==> src/mpt_pkg.sv <==
// memory patch table package: beat structs, table entry, cell control and codes
// used by mpt_cell and memory_patch_table; no dependencies
`timescale 1ns / 1ps

package mpt_pkg;

   localparam int CAPACITY_DEFAULT = 64;

   localparam logic [2:0] OP_APPEND = 3'd0;
   localparam logic [2:0] OP_DELETE = 3'd1;
   localparam logic [2:0] OP_READ   = 3'd2;
   localparam logic [2:0] OP_SET_EN = 3'd3;
   localparam logic [2:0] OP_APPLY  = 3'd4;
   localparam logic [2:0] OP_CLEAR  = 3'd5;

   localparam logic [2:0] CMD_HOLD   = 3'd0;
   localparam logic [2:0] CMD_ROTATE = 3'd1;
   localparam logic [2:0] CMD_SHIFT  = 3'd2;
   localparam logic [2:0] CMD_WRITE  = 3'd3;
   localparam logic [2:0] CMD_SET_EN = 3'd4;

   typedef struct packed {
      logic [2:0]  opcode;
      logic [7:0]  entry_index;
      logic [15:0] patch_addr;
      logic [7:0]  patch_value;
      logic        enable_in;
   } req_type;

   typedef struct packed {
      logic        ok;
      logic [5:0]  slot;
      logic [15:0] addr_out;
      logic [7:0]  value_out;
      logic        enable_out;
      logic        write_strobe;
      logic        last;
   } rsp_type;

   typedef struct packed {
      logic [15:0] addr;
      logic [7:0]  value;
      logic        en;
   } entry_type;

   typedef struct packed {
      logic [2:0] cmd;
      logic [7:0] sel;
      entry_type  wr_entry;
   } cell_ctl_type;

endpackage

==> src/mpt_cell.sv <==
// one table cell: holds a single patch entry, takes its neighbor's entry on rotate, or on
// shift at or above sel, and is written, or has only its enable written, when selected; depends on mpt_pkg
`timescale 1ns / 1ps

module mpt_cell #(
   parameter int INDEX = 0
) (
   input  logic                 clock,
   input  mpt_pkg::cell_ctl_type ctl,
   input  mpt_pkg::entry_type   next_entry,
   output mpt_pkg::entry_type   entry
);

   localparam logic [7:0] MY_INDEX = 8'(INDEX);

   mpt_pkg::entry_type entry_ff;
   mpt_pkg::entry_type entry_in;

   always_comb begin
      entry_in = entry_ff;
      unique case (ctl.cmd)
         mpt_pkg::CMD_ROTATE: begin
            entry_in = next_entry;
         end
         mpt_pkg::CMD_SHIFT: begin
            if (MY_INDEX >= ctl.sel) begin
               entry_in = next_entry;
            end
         end
         mpt_pkg::CMD_WRITE: begin
            if (MY_INDEX == ctl.sel) begin
               entry_in = ctl.wr_entry;
            end
         end
         mpt_pkg::CMD_SET_EN: begin
            if (MY_INDEX == ctl.sel) begin
               entry_in.en = ctl.wr_entry.en;
            end
         end
         default: begin
            entry_in = entry_ff;
         end
      endcase
   end

   always_ff @(posedge clock) begin
      entry_ff <= entry_in;
   end

   assign entry = entry_ff;

endmodule

==> src/memory_patch_table.sv <==
// memory patch table top: ring of mpt_cell entries, scan sequencer, rsp register
// append, delete, set enable, clear and bad requests: beat in the rsp register at the accept edge
// read and apply: a scan state rotates the ring through every cell, one cell a cycle unless an apply
// hit waits for the rsp register, then a flush state registers the last beat once rsp_ready allows
// one request at a time: a non-scan request each cycle while the rsp register is free, none in a scan
// synchronous reset clears the count and control, not entries; depends on mpt_pkg and mpt_cell
`timescale 1ns / 1ps

module memory_patch_table #(
   parameter int CAPACITY = mpt_pkg::CAPACITY_DEFAULT
) (
   input  logic             clock,
   input  logic             reset,
   input  logic             req_valid,
   output logic             req_ready,
   input  mpt_pkg::req_type req_data,
   output logic             rsp_valid,
   input  logic             rsp_ready,
   output mpt_pkg::rsp_type rsp_data
);

   localparam int CW = $clog2(CAPACITY + 1);
   localparam int SW = (CAPACITY > 1) ? $clog2(CAPACITY) : 1;
   localparam logic [CW-1:0] CAP_COUNT = CW'(CAPACITY);
   localparam logic [SW-1:0] LAST_STEP = SW'(CAPACITY - 1);

   localparam logic [1:0] S_IDLE  = 2'd0;
   localparam logic [1:0] S_SCAN  = 2'd1;
   localparam logic [1:0] S_FLUSH = 2'd2;

   logic [1:0]         state_ff, state_in;
   logic [CW-1:0]      count_ff, count_in;
   logic [SW-1:0]      step_ff, step_in;
   logic [SW-1:0]      idx_ff, idx_in;
   logic [2:0]         op_ff, op_in;
   mpt_pkg::entry_type hold_ff, hold_in;
   logic               hold_valid_ff, hold_valid_in;
   mpt_pkg::rsp_type   rsp_ff, rsp_in;
   logic               rsp_valid_ff, rsp_valid_in;

   mpt_pkg::cell_ctl_type ctl;
   mpt_pkg::entry_type    cells [CAPACITY];

   genvar gi;
   generate
      for (gi = 0; gi < CAPACITY; gi++) begin : g_cell
         mpt_cell #(
            .INDEX(gi)
         ) u_cell (
            .clock      (clock),
            .ctl        (ctl),
            .next_entry (cells[(gi + 1) % CAPACITY]),
            .entry      (cells[gi])
         );
      end
   endgenerate

   logic out_free;
   logic accept;
   logic valid_idx;
   logic in_range;
   logic hit;
   mpt_pkg::entry_type head;

   assign out_free  = !rsp_valid_ff || rsp_ready;
   assign req_ready = (state_ff == S_IDLE) && out_free;
   assign accept    = req_valid && req_ready;
   assign valid_idx = 9'(req_data.entry_index) < 9'(count_ff);
   assign head      = cells[0];
   assign in_range  = (CW + 1)'(step_ff) < (CW + 1)'(count_ff);
   assign hit       = in_range && head.en;

   always_comb begin
      state_in      = state_ff;
      count_in      = count_ff;
      step_in       = step_ff;
      idx_in        = idx_ff;
      op_in         = op_ff;
      hold_in       = hold_ff;
      hold_valid_in = hold_valid_ff;
      rsp_in        = rsp_ff;
      rsp_valid_in  = rsp_valid_ff && !rsp_ready;
      ctl.cmd       = mpt_pkg::CMD_HOLD;
      ctl.sel       = req_data.entry_index;
      ctl.wr_entry.addr  = req_data.patch_addr;
      ctl.wr_entry.value = req_data.patch_value;
      ctl.wr_entry.en    = req_data.enable_in;

      unique case (state_ff)
         S_IDLE: begin
            if (accept) begin
               op_in         = req_data.opcode;
               idx_in        = req_data.entry_index[SW-1:0];
               step_in       = '0;
               hold_valid_in = 1'b0;
               rsp_in        = '0;
               rsp_in.last   = 1'b1;
               rsp_valid_in  = 1'b1;
               unique case (req_data.opcode)
                  mpt_pkg::OP_APPEND: begin
                     if (count_ff < CAP_COUNT) begin
                        ctl.cmd     = mpt_pkg::CMD_WRITE;
                        ctl.sel     = 8'(count_ff);
                        rsp_in.ok   = 1'b1;
                        rsp_in.slot = 6'(count_ff);
                        count_in    = count_ff + 1'b1;
                     end
                  end
                  mpt_pkg::OP_DELETE: begin
                     if (valid_idx) begin
                        ctl.cmd   = mpt_pkg::CMD_SHIFT;
                        rsp_in.ok = 1'b1;
                        count_in  = count_ff - 1'b1;
                     end
                  end
                  mpt_pkg::OP_READ: begin
                     if (valid_idx) begin
                        rsp_valid_in = 1'b0;
                        state_in     = S_SCAN;
                     end
                  end
                  mpt_pkg::OP_SET_EN: begin
                     if (valid_idx) begin
                        ctl.cmd   = mpt_pkg::CMD_SET_EN;
                        rsp_in.ok = 1'b1;
                     end
                  end
                  mpt_pkg::OP_APPLY: begin
                     rsp_valid_in = 1'b0;
                     state_in     = S_SCAN;
                  end
                  mpt_pkg::OP_CLEAR: begin
                     rsp_in.ok = 1'b1;
                     count_in  = '0;
                  end
                  default: begin
                     rsp_in.ok = 1'b0;
                  end
               endcase
            end
         end
         S_SCAN: begin
            if (op_ff == mpt_pkg::OP_READ) begin
               ctl.cmd = mpt_pkg::CMD_ROTATE;
               if (step_ff == idx_ff) begin
                  hold_in       = head;
                  hold_valid_in = 1'b1;
               end
            end else if (!(hit && hold_valid_ff && !out_free)) begin
               ctl.cmd = mpt_pkg::CMD_ROTATE;
               if (hit) begin
                  if (hold_valid_ff) begin
                     rsp_in              = '0;
                     rsp_in.ok           = 1'b1;
                     rsp_in.addr_out     = hold_ff.addr;
                     rsp_in.value_out    = hold_ff.value;
                     rsp_in.write_strobe = 1'b1;
                     rsp_valid_in        = 1'b1;
                  end
                  hold_in       = head;
                  hold_valid_in = 1'b1;
               end
            end
            if (ctl.cmd == mpt_pkg::CMD_ROTATE) begin
               step_in = step_ff + 1'b1;
               if (step_ff == LAST_STEP) begin
                  state_in = S_FLUSH;
               end
            end
         end
         S_FLUSH: begin
            if (out_free) begin
               rsp_in       = '0;
               rsp_in.ok    = 1'b1;
               rsp_in.last  = 1'b1;
               rsp_valid_in = 1'b1;
               state_in     = S_IDLE;
               if (hold_valid_ff) begin
                  rsp_in.addr_out  = hold_ff.addr;
                  rsp_in.value_out = hold_ff.value;
                  if (op_ff == mpt_pkg::OP_READ) begin
                     rsp_in.enable_out = hold_ff.en;
                  end else begin
                     rsp_in.write_strobe = 1'b1;
                  end
               end
            end
         end
         default: begin
            state_in = S_IDLE;
         end
      endcase
   end

   always_ff @(posedge clock) begin
      if (reset) begin
         state_ff      <= S_IDLE;
         count_ff      <= '0;
         step_ff       <= '0;
         op_ff         <= mpt_pkg::OP_CLEAR;
         hold_valid_ff <= 1'b0;
         rsp_valid_ff  <= 1'b0;
      end else begin
         state_ff      <= state_in;
         count_ff      <= count_in;
         step_ff       <= step_in;
         op_ff         <= op_in;
         hold_valid_ff <= hold_valid_in;
         rsp_valid_ff  <= rsp_valid_in;
      end
   end

   always_ff @(posedge clock) begin
      idx_ff  <= idx_in;
      hold_ff <= hold_in;
      rsp_ff  <= rsp_in;
   end

   assign rsp_valid = rsp_valid_ff;
   assign rsp_data  = rsp_ff;

   a_count_bound: assert property (@(posedge clock) disable iff (reset)
      count_ff <= CAP_COUNT)
      else $error("entry count beyond capacity");

   a_ready_idle: assert property (@(posedge clock) disable iff (reset)
      req_ready |-> state_ff == S_IDLE && out_free)
      else $error("request taken outside idle");

   a_strobe_apply: assert property (@(posedge clock) disable iff (reset)
      rsp_valid_ff && rsp_ff.write_strobe |-> op_ff == mpt_pkg::OP_APPLY)
      else $error("write beat outside apply");

   a_scan_entry: assert property (@(posedge clock) disable iff (reset)
      state_ff == S_IDLE && state_in == S_SCAN |-> accept && !rsp_valid_in)
      else $error("scan started without a request");

endmodule

==> config.mk <==
export PLATFORM = sky130hd
export DESIGN_NAME = memory_patch_table
export DESIGN_NICKNAME = d
export VERILOG_FILES = /design/src/mpt_pkg.sv /design/src/mpt_cell.sv /design/src/memory_patch_table.sv
export SDC_FILE = /design/constraint.sdc
export NUM_CORES = 2
export LEC_CHECK = 0
export ABC_AREA = 0
export ABC_CLOCK_PERIOD_IN_PS = 43500
export BUFFER_PORTS_ARGS = -buffer_cell sky130_fd_sc_hd__buf_2
export CAP_MARGIN = 10
export CORE_ASPECT_RATIO = 0.5
export CORE_MARGIN = 3
export CORE_UTILIZATION = 40
export DETAILED_ROUTE_END_ITERATION = 10
export PLACE_DENSITY = 0.68
export SLEW_MARGIN = 20
export SYNTH_ARGS = -nofsm -noshare
export SYNTH_HDL_FRONTEND = slang
export SYNTH_HIERARCHICAL = 1
export SYNTH_SLANG_ARGS = --single-unit
==> constraint.sdc <==
create_clock -name clock -period 43.5 [get_ports clock]
set_input_delay 4.35 -clock clock [delete_from_list [all_inputs] [get_ports clock]]
set_output_delay 4.35 -clock clock [all_outputs]
set_load 0.02 [all_outputs]
==> impl_metrics.py <==
metrics = {
    "status": {
        "status": "complete, no violations",
    },
    "timing": {
        "setup_ws_ns": 34.09,
        "finalCriticalPeriod_ns": 9.41,
        "maxSlewViolCount": 0,
        "hold_violations": 0,
        "setup_viol": 0,
        "fmax_mhz": 106,
        "rsz0062_at_grt": "no",
        "timing.slew.headroom_pct": 24.6,
        "setup_tns_ns": 0,
        "period_share_pct": 21.6,
        "worst_slew_pin_slew_ns": 1.13,
        "fin_worst_skew_ns": 0.0395,
    },
    "clock_tree": {
        "cts_tree": "yes",
        "clk_path_buf_depth": 3,
        "postCtsSetupBuffers": 0,
        "cts.sinks": 1685,
        "cts_hold_buf": 0,
        "clk_latency_ns": 0.81,
        "cts_made_buffers": 158,
        "cts-resized-gates": 0,
        "clk_pin_slew_ns": 0.06,
        "clock-root-buffer": "clkbuf_16",
        "cts_max_level": 4,
    },
    "floorplanning": {
        "row_count": 117,
        "core_um2": 205000,
        "start_util_pct": 40.6,
        "die_w_um": 652,
        "ios": 76,
        "dieArea_um2": 214000,
        "fp.dieH_um": 329,
    },
    "drt": {
        "drc_errors": 0,
        "routed.top_layer": "met4",
        "wl_met1_um": 84700,
        "via_count": 44900,
        "ant_nets": 0,
        "wl_met3_um": 13000,
        "wl_per_cell_um": 23.3,
        "routed_via_density": 5.64,
        "drt_pass1_iterations": 6,
        "drt_wl_total_um": 186000,
        "met2_length_um": 84800,
        "drtIter0Drc": 5054,
    },
    "critical_path": {
        "critical_path_arrival_ns": 9.94,
        "reg2reg_to": "g_cell[14].u_cell/entry[22]",
        "ff2ff_path_depth": 12,
        "worst_setup_path_start_kind": "input port",
        "critPathKind": "input port to flop",
        "cp-end-kind": "flop",
        "r2r-start": "count_ff[6]",
        "cp_max_fo": 70,
        "cp.required_ns": 44.03,
        "r2r_setup_slack_ns": 36.96,
    },
    "place": {
        "dpl_worst_slack_ns": 33.30,
        "finalWeightedCongestion": 0.815,
        "port-buffer-count": 75,
        "place_area_um2": 86600,
        "post-dp-hpwl_um": 108000,
    },
    "layout": {
        "finalInstanceArea_um2": 91900,
        "final_nets": 5157,
        "drive_above_1_share_pct": 40.5,
        "num-fill-cells": 17400,
        "area_delta_synth_final_pct": 10.2,
    },
    "min_path": {
        "hold_end": "hold_ff[24]",
        "holdPathStages": 0,
        "hold_start": "g_cell[0].u_cell/entry[24]",
        "min_path_type": "flop to flop",
    },
    "grt": {
        "overflow": 0,
        "antenna_found_initial": 9,
        "grt_pass1_vias": 45800,
        "grt_pass1_wl_um": 285000,
        "grt_max_degree": 144,
        "track_usage_pct": 17.0,
    },
    "synthesis": {
        "syn_area_um2": 83400,
        "ys_top_cells_by_area": "edfxtp_1 60%, mux2_4 16%, mux2_2 8.7%",
        "synth_edf_count": 1665,
        "synthFlopType": "edfxtp_1",
        "yosysTopAreaCellShare_pct": 59.9,
        "synth_commonest_cells": "1665 x edfxtp_1, 862 x mux2_4, 645 x mux2_2, 137 x nor2_1, 127 x o21ai_0",
        "avgSynthCellArea_um2": 16.9,
        "synth.distinct_cells": 124,
        "synthesis.nets": 5007,
        "syn_inst": 4943,
        "post-synth-top-count-cell": "edfxtp_1",
        "synthArstFlopShare_pct": 0,
        "yosys.area.top_type": "edfxtp_1",
        "ys_seq_area_share_pct": 60.4,
        "ys_ff_latch": 1685,
        "yosysWarnings": 6,
    },
    "run": {
        "maxCapViolCount": 0,
    },
    "power_and_ir_drop": {
        "powerDensity_nw_per_um2": 40.2,
        "vdd_drop_max_mv": 0.0452,
        "p_leak_nw": 34.7,
    },
}
==> power by group <==
part	internal [mW]	switching, mW	total [mW]
logic	0.150	0.220	0.370
clock network	0.746	0.617	1.36
registers	1.93	0.0370	1.97
total	2.82	0.874	3.70
==> metrics by stage <==
step / utilization (%) / std cells / hold slack, ns / total power [mW]
2_1_floorplan: - / 4943 / 0.420 / 2.26
3_3_place_gp: 42.1 / 7648 / 0.447 / 2.35
3_5_place_dp: 42.2 / 7659 / 0.441 / 2.36
4_1_cts: 44.6 / 7944 / 0.460 / 3.73
5_1_grt: 44.7 / 7955 / 0.476 / 3.83
6_report: 44.7 / 7956 / 0.459 / 3.70
==> worst max-delay path: stages <==
cell and delay, ns:
buf_2 0.12, ha_1 0.33, a211oi_1 0.28, nand3_1 0.10, a31oi_1 0.50, a21oi_1 0.25, nor3_2 0.15, buf_4 0.61
buf_4 0.83, buf_4 0.76, nand3b_1 0.93, mux2_2 0.58
==> layout make-up <==
cell class	count	area, µm²	share of cell area (%)
clock buffers	193	4110	4.47
repair buffers	177	1340	1.45
inverters	93	349	0.380
multi-input cells	2978	31300	34.1
diodes	1	2.50	0.00272
clock inverters	92	928	1.01
well taps	2737	3420	3.73
flip-flops and latches	1685	50400	54.8
==> logic make-up (layout without fill, tap and decap cells) <==
logic type	count (synthesis)	count (layout)	share of synthesized area, %
other cells	0	1	0
xor+xnor	19	19	0.200
buf+inv	280	555	2.70
fa+ha+maj	24	24	0.369
compound gates	540	540	4.56
mux	1549	1549	24.8
flops	1685	1685	60.4
simple gates	846	846	6.96
==> layout by cell type (no fill, tap or decap), types with 23 or more instances in the layout <==
cell,instances
nand3_1,49
nor3b_1,48
nor2b_1,31
nand3b_4,39
nor3_1,58
clkinv_1,32
nand2b_1,54
nor4_1,38
nand4_1,35
nor2_1,133
a21oi_1,60
and2_1,35
buf_2,54
ha_1,23
o21ai_0,119
a31oi_1,24
edfxtp_1,1665
clkinv_2,26
clkbuf_1,34
mux2_4,869
mux2_1,37
buf_4,99
inv_1,87
nand2_1,87
clkbuf_16,159
mux2_2,638
o22ai_1,29
==> state kept, by name, indices dropped and copies added (netlist names) <==
signal               cells
count_ff                 7
g_cell.u_cell/entry   1600
hold_ff                 25
hold_valid_ff            1
idx_ff                   6
op_ff                    3
rsp_data                34
rsp_valid                1
state_ff                 2
step_ff                  6
==> routing by layer <==
| metal | global-route usage [%] | vias to the layer above |
|---|---|---|
| met1 | 24.6 | 23100 |
| met3 | 3.21 | 251 |
| li1 | - | 20000 |
| met5 | 0 | - |
| met4 | 3.74 | 0 |
| met2 | 26.4 | 1571 |
==> worst max path at each step <==
stage,from,to,depth (start not counted)
floorplan,req_data[31],g_cell[39].u_cell/entry[10],7
global placement,req_data[31],g_cell[21].u_cell/entry[0],13
detailed placement,req_data[31],g_cell[21].u_cell/entry[0],13
CTS,rsp_ready,req_ready,4
global route,req_data[31],g_cell[14].u_cell/entry[0],14
finish,req_data[31],g_cell[14].u_cell/entry[22],12
No activity file was read; power rests on OpenSTA's default activity.
